$ cat src/design/pbosc_pkg.sv
package pbosc_pkg;

  // Request kinds carried on the input tuser
  localparam logic [1:0] REQ_TICK = 2'd0;
  localparam logic [1:0] REQ_TRIG = 2'd1;
  localparam logic [1:0] REQ_STOP = 2'd2;

  // Waveform codes
  localparam logic [2:0] WAVE_SINE   = 3'd0;
  localparam logic [2:0] WAVE_SAW    = 3'd1;
  localparam logic [2:0] WAVE_SQUARE = 3'd2;
  localparam logic [2:0] WAVE_PULSE  = 3'd3;
  localparam logic [2:0] WAVE_NOISE  = 3'd4;
  localparam logic [2:0] WAVE_SH     = 3'd5;
  localparam logic [2:0] WAVE_TRI    = 3'd6;

  // Configuration register indexes
  localparam logic [2:0] REG_WAVEFORM    = 3'd0;
  localparam logic [2:0] REG_PHASE_STEP  = 3'd1;
  localparam logic [2:0] REG_VOLUME      = 3'd2;
  localparam logic [2:0] REG_PULSE_WIDTH = 3'd3;
  localparam logic [2:0] REG_LFO_MODE    = 3'd4;
  localparam logic [2:0] REG_SYNC        = 3'd5;
  localparam logic [2:0] REG_START_PHASE = 3'd6;
  localparam logic [2:0] REG_HOLD_PERIOD = 3'd7;

  // Quotient bits of the polyBLEP ratio
  localparam int DIV_STEPS = 15;

  typedef enum logic [3:0] {
    S_IDLE, S_DEC, S_SIN1, S_SIN2, S_SIN3, S_SIN4, S_SINF,
    S_BSET, S_BDIV, S_BSQ, S_BACC, S_SCALE, S_INC, S_ADV, S_PUSH
  } state_t;

  typedef struct packed {
    logic latch_in;
    logic dec;
    logic zero_y;
    logic sin1;
    logic sin2;
    logic sin3;
    logic sin4;
    logic sinf;
    logic bset;
    logic bdiv;
    logic bsq;
    logic bacc;
    logic bnext;
    logic scale;
    logic inc;
    logic adv;
    logic push;
  } cmd_t;

  typedef struct packed {
    logic [1:0] req;
    logic [2:0] wave;
    logic       active;
    logic       blep_zero;
    logic       blep_sel;
    logic       div_last;
    logic       out_free;
  } sts_t;

endpackage

$ cat src/design/pbosc_ctrl.sv
module pbosc_ctrl (
  input  logic             clk,
  input  logic             rst_n,
  input  logic             in_tvalid,
  output logic             in_tready,
  input  pbosc_pkg::sts_t  sts,
  output pbosc_pkg::cmd_t  cmd
);

  pbosc_pkg::state_t state_r, state_nxt;

  // State register
  always_ff @(posedge clk) begin
    if (!rst_n) begin
      state_r <= pbosc_pkg::S_IDLE;
    end else begin
      state_r <= state_nxt;
    end
  end

  // Next state and commands
  always_comb begin
    state_nxt = state_r;
    cmd       = '0;
    in_tready = 1'b0;
    case (state_r)
      pbosc_pkg::S_IDLE: begin
        in_tready = 1'b1;
        if (in_tvalid) begin
          cmd.latch_in = 1'b1;
          state_nxt    = pbosc_pkg::S_DEC;
        end
      end
      pbosc_pkg::S_DEC: begin
        cmd.dec = 1'b1;
        if (sts.req != pbosc_pkg::REQ_TICK) begin
          state_nxt = pbosc_pkg::S_IDLE;
        end else if (!sts.active) begin
          cmd.zero_y = 1'b1;
          state_nxt  = pbosc_pkg::S_PUSH;
        end else begin
          case (sts.wave)
            pbosc_pkg::WAVE_SINE: state_nxt = pbosc_pkg::S_SIN1;
            pbosc_pkg::WAVE_SAW, pbosc_pkg::WAVE_SQUARE, pbosc_pkg::WAVE_PULSE:
              state_nxt = pbosc_pkg::S_BSET;
            default: state_nxt = pbosc_pkg::S_SCALE;
          endcase
        end
      end
      pbosc_pkg::S_SIN1: begin
        cmd.sin1  = 1'b1;
        state_nxt = pbosc_pkg::S_SIN2;
      end
      pbosc_pkg::S_SIN2: begin
        cmd.sin2  = 1'b1;
        state_nxt = pbosc_pkg::S_SIN3;
      end
      pbosc_pkg::S_SIN3: begin
        cmd.sin3  = 1'b1;
        state_nxt = pbosc_pkg::S_SIN4;
      end
      pbosc_pkg::S_SIN4: begin
        cmd.sin4  = 1'b1;
        state_nxt = pbosc_pkg::S_SINF;
      end
      pbosc_pkg::S_SINF: begin
        cmd.sinf  = 1'b1;
        state_nxt = pbosc_pkg::S_SCALE;
      end
      pbosc_pkg::S_BSET: begin
        cmd.bset = 1'b1;
        if (!sts.blep_zero) begin
          state_nxt = pbosc_pkg::S_BDIV;
        end else if (sts.wave == pbosc_pkg::WAVE_SQUARE && !sts.blep_sel) begin
          cmd.bnext = 1'b1;
          state_nxt = pbosc_pkg::S_BSET;
        end else begin
          state_nxt = pbosc_pkg::S_SCALE;
        end
      end
      pbosc_pkg::S_BDIV: begin
        cmd.bdiv = 1'b1;
        if (sts.div_last) begin
          state_nxt = pbosc_pkg::S_BSQ;
        end
      end
      pbosc_pkg::S_BSQ: begin
        cmd.bsq   = 1'b1;
        state_nxt = pbosc_pkg::S_BACC;
      end
      pbosc_pkg::S_BACC: begin
        cmd.bacc = 1'b1;
        if (sts.wave == pbosc_pkg::WAVE_SQUARE && !sts.blep_sel) begin
          cmd.bnext = 1'b1;
          state_nxt = pbosc_pkg::S_BSET;
        end else begin
          state_nxt = pbosc_pkg::S_SCALE;
        end
      end
      pbosc_pkg::S_SCALE: begin
        cmd.scale = 1'b1;
        state_nxt = pbosc_pkg::S_INC;
      end
      pbosc_pkg::S_INC: begin
        cmd.inc   = 1'b1;
        state_nxt = pbosc_pkg::S_ADV;
      end
      pbosc_pkg::S_ADV: begin
        cmd.adv   = 1'b1;
        state_nxt = pbosc_pkg::S_PUSH;
      end
      pbosc_pkg::S_PUSH: begin
        if (sts.out_free) begin
          cmd.push  = 1'b1;
          state_nxt = pbosc_pkg::S_IDLE;
        end
      end
      default: state_nxt = pbosc_pkg::S_IDLE;
    endcase
  end

`ifndef NO_ASSERTIONS
  a_dec_from_idle: assert property (@(posedge clk) disable iff (!rst_n)
    (state_r == pbosc_pkg::S_DEC) |-> $past(state_r == pbosc_pkg::S_IDLE))
    else $error("decode entered from a state other than idle");
  a_div_complete: assert property (@(posedge clk) disable iff (!rst_n)
    (state_r == pbosc_pkg::S_BSQ) |-> $past(state_r == pbosc_pkg::S_BDIV) && $past(sts.div_last))
    else $error("blep square started before the divide finished");
  a_push_returns: assert property (@(posedge clk) disable iff (!rst_n)
    (state_r == pbosc_pkg::S_PUSH && sts.out_free) |=> (state_r == pbosc_pkg::S_IDLE))
    else $error("push did not return to idle");
`endif

endmodule

$ cat src/design/pbosc_dp.sv
module pbosc_dp #(
  parameter int SINE_TABLE_DEPTH = 1024,
  parameter int PHASE_BITS       = 32
) (
  input  logic                   clk,
  input  logic                   rst_n,
  input  logic                   cfg_wr_en,
  input  logic [2:0]             cfg_index,
  input  logic [31:0]            cfg_data,
  input  logic [1:0]             in_tuser,
  input  logic [47:0]            in_tdata,
  output logic                   out_tvalid,
  input  logic                   out_tready,
  output logic [15:0]            out_tdata,
  input  pbosc_pkg::cmd_t        cmd,
  output pbosc_pkg::sts_t        sts
);

  localparam int          SIN_K    = $clog2(SINE_TABLE_DEPTH + 1) - 1;
  localparam logic [31:0] SIN_MASK = 32'hFFFF_FFFF << (32 - SIN_K);
  localparam logic [31:0] PH_MASK  = 32'hFFFF_FFFF << (32 - PHASE_BITS);

  // Configuration
  logic [2:0]  waveform_r;
  logic [31:0] step_r, pw_r, start_r;
  logic [15:0] volume_r, hold_period_r;
  logic        lfo_r, sync_r;

  // Oscillator state
  logic [31:0]        phase_r, noise_a_r, noise_c_r;
  logic               active_r;
  logic signed [16:0] hold_cnt_r;
  logic signed [15:0] held_r;

  // Latched item
  logic [1:0]         req_r;
  logic signed [15:0] pm_r;
  logic [31:0]        pwm_r;

  // Work registers
  logic signed [17:0] acc_r;
  logic signed [50:0] prod_r;
  logic [15:0]        z2_r;
  logic [31:0]        rem_r;
  logic [14:0]        q_r;
  logic [3:0]         cnt_r;
  logic               bneg_r, bsel_r;
  logic signed [15:0] y_r;
  logic               out_valid_r;
  logic [15:0]        out_data_r;

  // Shared multiplier operands
  logic signed [32:0] mul_a;
  logic signed [17:0] mul_b;
  logic signed [50:0] p15;

  // Sine helpers
  logic [31:0] sq;
  logic [16:0] zr, z;
  logic [15:0] inner, mid;
  logic [16:0] vc;

  // Blep helpers
  logic [31:0] bt, bn;
  logic [32:0] brest, rem2;
  logic        bless, binrest, bzero, bge;
  logic [15:0] bd;
  logic signed [17:0] bc;

  // Decode helpers
  logic [31:0]        na, nc, ps;
  logic signed [15:0] nv;
  logic signed [16:0] tr;
  logic signed [17:0] acc_dec;

  // Output scaling
  logic signed [50:0] ysh;
  logic [31:0]        inc;

  assign p15 = prod_r >>> 15;

  // Sine argument: quarter-wave fold of the cut phase
  always_comb begin
    sq = phase_r & SIN_MASK;
    zr = {2'b00, sq[29:15]};
    z  = sq[30] ? (17'd32768 - zr) : zr;
    inner = 16'd21024 - p15[15:0];
    mid   = 16'd51472 - p15[15:0];
    vc    = (p15[16:0] > 17'd32768) ? 17'd32768 : p15[16:0];
  end

  // Blep region select and divide step
  always_comb begin
    bt      = bsel_r ? (phase_r + 32'h8000_0000) : phase_r;
    bless   = bt < step_r;
    brest   = 33'h1_0000_0000 - {1'b0, bt};
    binrest = brest < {1'b0, step_r};
    bzero   = (step_r == 32'd0) || (!bless && !binrest);
    bn      = bless ? bt : brest[31:0];
    rem2    = {rem_r, 1'b0};
    bge     = rem2 >= {1'b0, step_r};
    bd      = 16'(17'd32768 - {2'b00, q_r});
    bc      = bneg_r ? -$signed({1'b0, p15[16:0]}) : $signed({1'b0, p15[16:0]});
  end

  // Tick decode values
  always_comb begin
    na = noise_a_r ^ noise_c_r;
    nc = noise_c_r + na;
    nv = $signed(noise_c_r[31:16]);
    ps = phase_r + pw_r + pwm_r;
    tr = $signed({1'b0, phase_r[31:16]}) - 17'sd32768;
    if (tr < 0) begin
      tr = -tr;
    end
    case (waveform_r)
      pbosc_pkg::WAVE_SAW:
        acc_dec = $signed({2'b00, phase_r[31:16]}) - 18'sd32768;
      pbosc_pkg::WAVE_SQUARE:
        acc_dec = phase_r[31] ? -18'sd32768 : 18'sd32768;
      pbosc_pkg::WAVE_PULSE:
        acc_dec = $signed({2'b00, phase_r[31:16]}) - $signed({2'b00, ps[31:16]});
      pbosc_pkg::WAVE_NOISE:
        acc_dec = 18'(nv);
      pbosc_pkg::WAVE_SH:
        acc_dec = hold_cnt_r[16] ? 18'(nv) : 18'(held_r);
      pbosc_pkg::WAVE_TRI:
        acc_dec = ($signed({tr[16], tr}) <<< 1) - 18'sd32768;
      default: acc_dec = '0;
    endcase
  end

  // Select multiplier operands
  always_comb begin
    mul_a = '0;
    mul_b = '0;
    if (cmd.sin1 || cmd.sin4) begin
      mul_a = $signed({16'd0, z});
      mul_b = cmd.sin1 ? $signed({1'b0, z}) : $signed({2'b00, mid});
    end else if (cmd.sin2) begin
      mul_a = $signed({17'd0, p15[15:0]});
      mul_b = 18'sd2320;
    end else if (cmd.sin3) begin
      mul_a = $signed({17'd0, z2_r});
      mul_b = $signed({2'b00, inner});
    end else if (cmd.bsq) begin
      mul_a = $signed({17'd0, bd});
      mul_b = $signed({2'b00, bd});
    end else if (cmd.scale) begin
      mul_a = 33'(acc_r);
      mul_b = $signed({2'b00, volume_r});
    end else if (cmd.inc) begin
      mul_a = $signed({1'b0, step_r});
      mul_b = 18'sd32768 + 18'(pm_r);
    end
  end

  // Round and scale the product; pick the phase increment
  always_comb begin
    ysh = (prod_r + 51'sd16384) >>> 15;
    inc = lfo_r ? prod_r[46:15] : step_r;
  end

  // Multiplier and work registers
  always_ff @(posedge clk) begin
    prod_r <= mul_a * mul_b;
    if (cmd.latch_in) begin
      req_r <= in_tuser;
      pm_r  <= $signed(in_tdata[15:0]);
      pwm_r <= in_tdata[47:16];
    end
    if (cmd.dec) begin
      acc_r <= acc_dec;
    end
    if (cmd.sin2) begin
      z2_r <= p15[15:0];
    end
    if (cmd.sinf) begin
      acc_r <= sq[31] ? -$signed({1'b0, vc}) : $signed({1'b0, vc});
    end
    if (cmd.bset) begin
      rem_r  <= bn;
      q_r    <= '0;
      cnt_r  <= 4'(pbosc_pkg::DIV_STEPS);
      bneg_r <= bless;
    end
    if (cmd.bdiv) begin
      rem_r <= bge ? 32'(rem2 - {1'b0, step_r}) : rem2[31:0];
      q_r   <= {q_r[13:0], bge};
      cnt_r <= cnt_r - 4'd1;
    end
    if (cmd.bacc) begin
      acc_r <= (waveform_r == pbosc_pkg::WAVE_SQUARE && !bsel_r) ? acc_r + bc : acc_r - bc;
    end
    if (cmd.zero_y) begin
      y_r <= '0;
    end
    if (cmd.inc) begin
      if (ysh > 51'sd32767) begin
        y_r <= 16'sh7FFF;
      end else if (ysh < -51'sd32768) begin
        y_r <= -16'sh8000;
      end else begin
        y_r <= ysh[15:0];
      end
    end
    if (cmd.push) begin
      out_data_r <= y_r;
    end
  end

  // Configuration, oscillator state and output valid
  always_ff @(posedge clk) begin
    if (!rst_n) begin
      waveform_r    <= pbosc_pkg::WAVE_SINE;
      step_r        <= 32'd42852281;
      volume_r      <= 16'd32768;
      pw_r          <= 32'h8000_0000;
      lfo_r         <= 1'b0;
      sync_r        <= 1'b1;
      start_r       <= '0;
      hold_period_r <= 16'd1;
      phase_r       <= '0;
      active_r      <= 1'b0;
      noise_a_r     <= 32'h6745_2301;
      noise_c_r     <= 32'hefcd_ab89;
      hold_cnt_r    <= '0;
      held_r        <= '0;
      bsel_r        <= 1'b0;
      out_valid_r   <= 1'b0;
    end else begin
      if (cfg_wr_en) begin
        case (cfg_index)
          pbosc_pkg::REG_WAVEFORM: begin
            waveform_r <= cfg_data[2:0];
            held_r     <= '0;
          end
          pbosc_pkg::REG_PHASE_STEP:  step_r        <= cfg_data;
          pbosc_pkg::REG_VOLUME:      volume_r      <= cfg_data[15:0];
          pbosc_pkg::REG_PULSE_WIDTH: pw_r          <= cfg_data;
          pbosc_pkg::REG_LFO_MODE:    lfo_r         <= cfg_data[0];
          pbosc_pkg::REG_SYNC:        sync_r        <= cfg_data[0];
          pbosc_pkg::REG_START_PHASE: start_r       <= cfg_data;
          pbosc_pkg::REG_HOLD_PERIOD: hold_period_r <= cfg_data[15:0];
          default: ;
        endcase
      end
      if (cmd.dec) begin
        bsel_r <= 1'b0;
        case (req_r)
          pbosc_pkg::REQ_TRIG: begin
            if (sync_r) begin
              phase_r <= start_r & PH_MASK;
            end
            active_r <= 1'b1;
          end
          pbosc_pkg::REQ_STOP: active_r <= 1'b0;
          pbosc_pkg::REQ_TICK: begin
            // Step noise (noise or sample-and-hold) and the hold counter (sample-and-hold) on an active tick
            if (active_r && (waveform_r == pbosc_pkg::WAVE_NOISE ||
                             waveform_r == pbosc_pkg::WAVE_SH)) begin
              noise_a_r <= na;
              noise_c_r <= nc;
            end
            if (active_r && waveform_r == pbosc_pkg::WAVE_SH) begin
              if (hold_cnt_r[16]) begin
                held_r     <= nv;
                hold_cnt_r <= $signed({1'b0, hold_period_r}) - 17'sd1;
              end else begin
                hold_cnt_r <= hold_cnt_r - 17'sd1;
              end
            end
          end
          default: ;
        endcase
      end
      if (cmd.bnext) begin
        bsel_r <= 1'b1;
      end
      if (cmd.adv) begin
        phase_r <= (phase_r + inc) & PH_MASK;
      end
      if (cmd.push) begin
        out_valid_r <= 1'b1;
      end else if (out_tready) begin
        out_valid_r <= 1'b0;
      end
    end
  end

  // Status to the controller
  always_comb begin
    sts.req       = req_r;
    sts.wave      = waveform_r;
    sts.active    = active_r;
    sts.blep_zero = bzero;
    sts.blep_sel  = bsel_r;
    sts.div_last  = (cnt_r == 4'd1);
    sts.out_free  = !out_valid_r || out_tready;
  end

  assign out_tvalid = out_valid_r;
  assign out_tdata  = out_data_r;

endmodule

$ cat src/design/polyblep_multiwave_oscillator_unit.sv
// From acceptance to result valid: an inactive tick is decoded and pushed as zero;
// noise, sample-and-hold, triangle or an unknown waveform pass decode, scale,
// increment, advance and push; sine adds SIN1 to SIN4 and SINF; saw and pulse add
// a polyBLEP divide near an edge, square one per edge; trigger and stop hold off the
// input while decoded. Throughput: one item at a time, the next accepted in the cycle
// after the push; polyBLEP divide loops set the rate, a held-off output stalls it.
// Reset (rst_n, synchronous, active low) loads register defaults, clears phase
// and the active flag, and seeds the noise generator.
module polyblep_multiwave_oscillator_unit #(
  parameter int SINE_TABLE_DEPTH = 1024,
  parameter int PHASE_BITS       = 32
) (
  input  logic        clk,
  input  logic        rst_n,
  input  logic        cfg_wr_en,
  input  logic [2:0]  cfg_index,
  input  logic [31:0] cfg_data,
  input  logic        in_tvalid,
  output logic        in_tready,
  input  logic [47:0] in_tdata,   // [15:0] pitch_mod, [47:16] pw_mod
  input  logic [1:0]  in_tuser,   // [1:0] req_type
  output logic        out_tvalid,
  input  logic        out_tready,
  output logic [15:0] out_tdata   // [15:0] sample
);

  pbosc_pkg::cmd_t cmd;
  pbosc_pkg::sts_t sts;

  pbosc_ctrl u_ctrl (
    .clk       (clk),
    .rst_n     (rst_n),
    .in_tvalid (in_tvalid),
    .in_tready (in_tready),
    .sts       (sts),
    .cmd       (cmd)
  );

  pbosc_dp #(
    .SINE_TABLE_DEPTH (SINE_TABLE_DEPTH),
    .PHASE_BITS       (PHASE_BITS)
  ) u_dp (
    .clk        (clk),
    .rst_n      (rst_n),
    .cfg_wr_en  (cfg_wr_en),
    .cfg_index  (cfg_index),
    .cfg_data   (cfg_data),
    .in_tuser   (in_tuser),
    .in_tdata   (in_tdata),
    .out_tvalid (out_tvalid),
    .out_tready (out_tready),
    .out_tdata  (out_tdata),
    .cmd        (cmd),
    .sts        (sts)
  );

endmodule

$ cat config.mk
export PLATFORM = sky130hd
export DESIGN_NAME = polyblep_multiwave_oscillator_unit
export DESIGN_NICKNAME = d
export VERILOG_FILES = /design/src/design/pbosc_pkg.sv /design/src/design/pbosc_ctrl.sv /design/src/design/pbosc_dp.sv /design/src/design/polyblep_multiwave_oscillator_unit.sv
export SDC_FILE = /design/constraint.sdc
export NUM_CORES = 2
export LEC_CHECK = 0
export BUFFER_PORTS_ARGS = -buffer_cell sky130_fd_sc_hd__buf_2
export CORE_MARGIN = 1
export CORE_UTILIZATION = 40
export CTS_CLUSTER_DIAMETER = 150
export DETAILED_ROUTE_END_ITERATION = 8
export HOLD_SLACK_MARGIN = 0.08
export PLACE_DENSITY = 0.58
export SLEW_MARGIN = 20
export SYNTH_ARGS = -nofsm -noshare
export SYNTH_HDL_FRONTEND = slang
export SYNTH_SLANG_ARGS = --single-unit
export TNS_END_PERCENT = 100
$ cat constraint.sdc
create_clock -name clk -period 9.9 [get_ports clk]
set_clock_uncertainty 0.15 [all_clocks]
set_input_delay 0.495 -clock clk [delete_from_list [all_inputs] [get_ports clk]]
set_output_delay 0.495 -clock clk [all_outputs]
set_load 0.05 [all_outputs]
== Word-level counts from Yosys, hierarchy flattened ==
Cells that the tools add are included.
W data, S select, Z words.

* Flip-flop bits (word level): 488
* Input bits: 90
* Output and inout bits: 18
* Word-level logic and storage cells: 224

* Add/subtract/negate cells: 25
* Multipliers: 1
* $lt $le $gt $ge: 7
* Equal/unequal tests: 33
* Muxes and demuxes: 87
* Bitwise logic cells: 1
* Reduce and logical (&&, ||, !) cells: 41

{| class="wikitable"
|+ Operator list
! operator !! count
|-
| $mux W32 || 11
|-
| $mux W18 || 14
|-
| $mux W33 || 5
|-
| $mux W16 || 10
|-
| $add A32 B32 Y32 || 4
|-
| $pmux W18 S6 || 1
|-
| $mux W17 || 5
|-
| $pmux W4 S15 || 1
|-
| $add A51 B16 Y51 const B || 1
|-
| $mul A33 B18 Y51 || 1
|-
| $gt A36 B16 Y1 const B || 1
|-
| $lt A36 B16 Y1 const B || 1
|-
| $mux W4 || 9
|-
| $neg A17 Y18 || 2
|-
| $sub A16 B16 Y17 const B || 2
|-
| $ge A33 B32 Y1 || 1
|-
| $lt A33 B32 Y1 || 1
|-
| $sub A33 B32 Y33 const A || 1
|-
| $add A32 B32 Y32 const B || 1
|-
| $logic_not A32 Y1 || 1
|-
| $lt A32 B32 Y1 || 1
|-
| $sub A32 B32 Y32 || 1
|-
| $xor A32 B32 Y32 || 1
|-
| $mux W15 || 2
|-
| 40 further kinds || 117
|}

== Logic depth before layout (Yosys ltp) ==
* Depth after elaboration: 10
* Mapped depth: 38
* Depth with buffers taken out: 35

== Hierarchy ==
A second synthesis with hierarchy kept.

* Cell total of the unflattened synthesis: 6194
* Area, all modules: 51688.3 um^2

{| class="wikitable"
|+ By module, submodules not included
! module !! times used !! cells each !! area an instance (um^2)
|-
| pbosc_dp || 1 || 6122 || 51189.1
|-
| pbosc_ctrl || 1 || 72 || 499.2
|}

== Worst setup path before layout ==
No wires, ideal clock.

* Kind: register to register
* From: register u_ctrl.state_r[0]
* To: register u_dp.prod_r[45]
* Library setup time: 0.123 ns
* Arrival: 8.309 ns
* Required time: 9.627 ns
* Slack: 1.318 ns
* Cell stages (with the launch flop): 35
* Path buffers: 6
* Clock period less this slack: 8.582 ns
* Path through: dfxtp_1 > clkbuf_1 > clkbuf_1 > nand2_1 > nor2_1 > clkbuf_1 > clkbuf_1 > buf_1 > a21oi_1 > nor2_1 > clkbuf_1 > nand2_1 > fa_1 > inv_1 > fa_1 > inv_1 > fa_1 > inv_1 > fa_1 > fa_1 > inv_1 > fa_1 > inv_1 > ha_1 > a21o_1 > a21o_1 > a31o_2 > a21oi_1 > nand3b_1 > nor3_1 > a21oi_1 > o21ai_0 > a21boi_0 > o21bai_1 > xor2_1

* Cells in the longest elaborated chain, start to end: 9
* Elaborated cells between the ends (all ways): 29
* Those cells by class: 1 x mul; 7 x eq/ne; 20 x mux; 1 x reduce/logical

{| class="wikitable"
|+ RTL lines
! what !! line !! source
|-
| from (decl) || pbosc_ctrl.sv:10 || <nowiki>pbosc_pkg::state_t state_r, state_nxt;</nowiki>
|-
| from (signal assigned) || pbosc_ctrl.sv:15 || <nowiki>state_r <= pbosc_pkg::S_IDLE;</nowiki>
|-
| from (signal assigned) || pbosc_ctrl.sv:17 || <nowiki>state_r <= state_nxt;</nowiki>
|-
| $eq A4 B4 Y1 || pbosc_ctrl.sv:26 || <nowiki>case (state_r)</nowiki>
|-
| $mux W1 || pbosc_ctrl.sv:26 ||
|-
| $mux W32 or $mux W18 (tied branches) || pbosc_dp.sv:152 || <nowiki>end else if (cmd.inc) begin</nowiki>
|-
| $mux W33 or $mux W18 (tied branches) || pbosc_dp.sv:149 || <nowiki>end else if (cmd.scale) begin</nowiki>
|-
| $mux W33 or $mux W18 (tied branches) || pbosc_dp.sv:146 || <nowiki>end else if (cmd.bsq) begin</nowiki>
|-
| $mux W33 or $mux W18 (tied branches) || pbosc_dp.sv:143 || <nowiki>end else if (cmd.sin3) begin</nowiki>
|-
| $mux W33 or $mux W18 (tied branches) || pbosc_dp.sv:140 || <nowiki>end else if (cmd.sin2) begin</nowiki>
|-
| $mux W33 or $mux W18 (tied branches) || pbosc_dp.sv:137 || <nowiki>if (cmd.sin1 || cmd.sin4) begin</nowiki>
|-
| $mul A33 B18 Y51 * || pbosc_dp.sv:166 || <nowiki>prod_r <= mul_a * mul_b;</nowiki>
|-
| to (signal assigned) || pbosc_dp.sv:166 ||
|-
| to (decl) || pbosc_dp.sv:42 || <nowiki>logic signed [50:0] prod_r;</nowiki>
|}

Every way passes the cells marked *; elsewhere a longest branch is shown, timed or not.
A chain may end at the register's enable or synchronous reset.

== Final worst setup path ==
* From: register u_ctrl.state_r[2]
* To: register u_dp.prod_r[29]

The elaborated chain is that of the path after synthesis.

==> flow_summary_export.csv <==
group,metric,value,unit
clock_tree,insertion_delay,0.66,ns
floorplan,coreArea,127400,µm²
clock_tree,postCtsSetupRepairBufs,0,
logic_synthesis,synth_area,51290,µm²
place,io_buffers,107,
timing,timing.final.crit_period,9.408,ns
timing,setup_violations,0,
logic_synthesis,synth_ff_type,"dfxtp_1",
critical_path,start_kind,"register",
global_route,grt_pass1_vias,43370,
timing,min_period_over_period,95.03,%
timing,worstMarginPinSlew,1.089,ns
route,drtPass1Iterations,6,
timing,drv_slew,0,
critical_path,critical-path-top-delay-family,"adder cells",
cells_and_area,nNetsFinal,7213,
clock_tree,cts_tree,"done",
clock_tree,cts_buffers,56,
global_route,grtUsageTotal,26.56,%
logic_synthesis,synth_edf_count,168,
clock_tree,clk_pin_slew_worst_paths,0.07,ns
logic_synthesis,synth-seq-cells,474,
place,post-place-cells,7727,
timing,rsz0062_at_grt,"no",
critical_path,timing.critical_path.mode_cell,"fa_1",
clock_tree,ctsLongestPathBuffers,3,
route,drc,0,
floorplan,die-area,129700,µm²
timing,fmax,106.3,MHz
cells_and_area,drive_gt1_share,6.896,%
place,dpl_cell_area,54010,µm²
critical_path,required,10.28,ns
logic_synthesis,async_reset_ff_share,0,%
floorplan,fp.dieW,360.1,µm
floorplan,die_y,360.1,µm
global_route,grt_max_degree,94,
critical_path,slowest_delay,0.76,ns
critical_path,critical_path_class,"register to register",
clock_tree,cts_root_buffer,"clkbuf_16",
global_route,grt_first_pass_wirelength,266.9,mm
global_route,grt-ovfl-total,0,
logic_synthesis,synth_seq_area_share,21.78,%
cells_and_area,area_growth,10.44,%
route,via_count,44230,
logic_synthesis,synth_top_cell_by_area,"fa_1",
pwr,power_density,152.4,nW/µm²
route,ant_nets,0,
clock_tree,h-tree-depth,2,
logic_synthesis,synthCells,6110,
timing,finalSetupTns,0,ns
cells_and_area,multi_input_area,36190,µm²
job,max_cap_violations,0,
timing,worst_slack,0.4923,ns
cells_and_area,fillers,12670,
floorplan,boundaryPins,108,
logic_synthesis,synthesis.nets,7118,
cells_and_area,seq_area,11170,µm²
global_route,grt_antenna_before_repair,4,
critical_path,worstPathArrival,9.78,ns
run_status,status,"completed",
logic_synthesis,synth_top_area_share,20.84,%
cells_and_area,fin_area,56640,µm²
critical_path,cp_slowest_cell,"a221oi_1",
route,avgViaCountPerCell,5.589,
timing,finalHoldViolations,0,
logic_synthesis,yosysWarnings,0,
critical_path,worstPathMaxFanout,17,
logic_synthesis,synth_most_common_cell,"nand2_1",
logic_synthesis,synthTopCellsByArea,"fa_1 (21%), dfxtp_1 (12%), edfxtp_1 (9.8%)",
critical_path,cp_num_buf_inv,6,
critical_path,endpoint_kind,"register",
clock_tree,clock_sinks,474,
floorplan,start_util,40.27,%
hold_path,min_path_type,"input pin to register",
logic_synthesis,synth.avg_cell_area,8.394,µm²
pwr,irDropWorstVdd,0.1814,mV
timing,slew_headroom,27.20,%
logic_synthesis,synth_common_cells,"nand2_1 (941), inv_1 (788), fa_1 (534)",
place,gp_congestion,0.9699,
place,dp_slack,0.4345,ns
cells_and_area,final_cell_count_no_fill,7914,
route,drt_iter0_drc,3806,
floorplan,rows,131,
place,hpwlAfterDp,135.9,mm
route,routed_wl,173.4,mm
route,routedWlPerCell,21.91,µm
pwr,leakagePower,25.19,nW
logic_synthesis,ys_types,83,
-- through the flow --
stage	hold WS, ns	util [%]	total power [mW]
floorplan	0.2503	-	5.175
global placement	0.2530	42.40	6.471
detailed placement	0.2545	42.41	6.480
CTS	0.08961	44.44	8.600
global route	0.1146	44.47	9.109
finish	0.1247	44.48	8.631
-- where the power goes --
| part | switching [mW] | internal, mW |
|---|---|---|
| logic | 2.70 | 1.43 |
| clock network | 0.922 | 1.14 |
| registers | 0.175 | 2.27 |
-- repair_timing --
action,in CTS,in global routing
hold buffers,81,0
endpoints found under the setup margin,0,5
resized for setup,0,3
endpoints found under the hold margin,158,0
-- final cells by class --
| cell class | count | share of cell area [%] |
|---|---|---|
| Tap cell | 1662 | 3.671 |
| Multi-Input combinational cell | 4551 | 63.90 |
| Inverter | 790 | 5.244 |
| Timing Repair Buffer | 332 | 4.307 |
| Clock buffer | 74 | 2.755 |
| Antenna cell | 2 | 0.008836 |
| Clock inverter | 29 | 0.3910 |
| Sequential cell | 474 | 19.72 |
-- path summary, 6_finish.rpt --
| check | from | slack [ns] | cells past startpoint | to |
|---|---|---|---|---|
| max | u_ctrl.state_r[2] | 0.49 | 29 | u_dp.prod_r[29] |
| min | cfg_data[1] | 0.12 | 3 | u_dp.hold_period_r[1] |
| max reg2reg | u_ctrl.state_r[2] | 0.49 | 29 | u_dp.prod_r[29] |
| min reg2reg | u_dp.y_r[4] | 0.27 | 0 | u_dp.out_tdata[4] |
-- worst register-to-register path: cells and delay by family, from the launching register on --
| kind | cells | cell delay [ns] |
|---|---|---|
| fa+ha+maj | 7 | 3.48 |
| compound gates | 9 | 3.24 |
| simple gates | 6 | 0.84 |
| buf+inv | 6 | 0.72 |
| flops | 1 | 0.64 |
| xor+xnor | 1 | 0.21 |
-- cell families after synthesis --
group | Yosys count | share of synthesized area, %
XOR/XNOR | 382 | 6.523
multiplexers | 82 | 1.637
flip-flops | 474 | 21.78
adder cells (fa/ha/maj) | 918 | 30.21
AND/OR/NAND/NOR | 1958 | 16.99
AO/OA/AOI/OAI | 1211 | 14.87
buffers and inverters | 1085 | 7.987
-- flip-flops by register name, indices dropped and copies added (netlist names), 3 cells and up --
register / count
u_dp.prod_r: 37
u_dp.noise_a_r: 32
u_dp.noise_c_r: 32
u_dp.phase_r: 32
u_dp.pw_r: 32
u_dp.pwm_r: 32
u_dp.rem_r: 32
u_dp.start_r: 32
u_dp.step_r: 32
u_dp.acc_r: 18
u_dp.hold_cnt_r: 17
u_dp.held_r: 16
u_dp.hold_period_r: 16
u_dp.out_tdata: 16
u_dp.pm_r: 16
u_dp.volume_r: 16
u_dp.y_r: 16
u_dp.z2_r: 16
u_dp.q_r: 15
u_ctrl.state_r: 4
u_dp.cnt_r: 4
u_dp.waveform_r: 3
-- per-layer routing --
layer | vias up | wire length [µm] | share of wire (%) | global-route usage [%]
li1 | 20560 | - | - | -
met1 | 21900 | 78050 | 45 | 37.58
met2 | 1489 | 78590 | 45 | 42.34
met3 | 278 | 10860 | 6.3 | 2.875
met4 | 2 | 5854 | 3.4 | 8.338
met5 | - | 7 | 0.0040 | 0
-- cells in the final DEF (no fill, tap or decap), types with 22 or more instances in the layout --
cell type / instances
buf_2: 107
a21oi_1: 430
inv_1: 787
o21a_1: 22
and2_1: 74
nor3_1: 93
ha_1: 384
nor4_1: 32
o211ai_1: 47
buf_4: 143
xor2_1: 167
or2_2: 22
a31oi_1: 38
xnor2_1: 215
nor2b_1: 60
dlygate4sd3_1: 81
nand3_1: 104
nand2_1: 940
nor2_1: 391
nand2b_1: 43
a211oi_1: 85
a21o_1: 90
clkbuf_16: 57
nand4_1: 39
or3_1: 59
o21ai_0: 237
o221ai_1: 26
and3_1: 43
dfxtp_1: 305
mux2i_1: 67
a221oi_1: 43
fa_1: 534
edfxtp_1: 168
No activity file was read; power rests on OpenSTA's default activity.
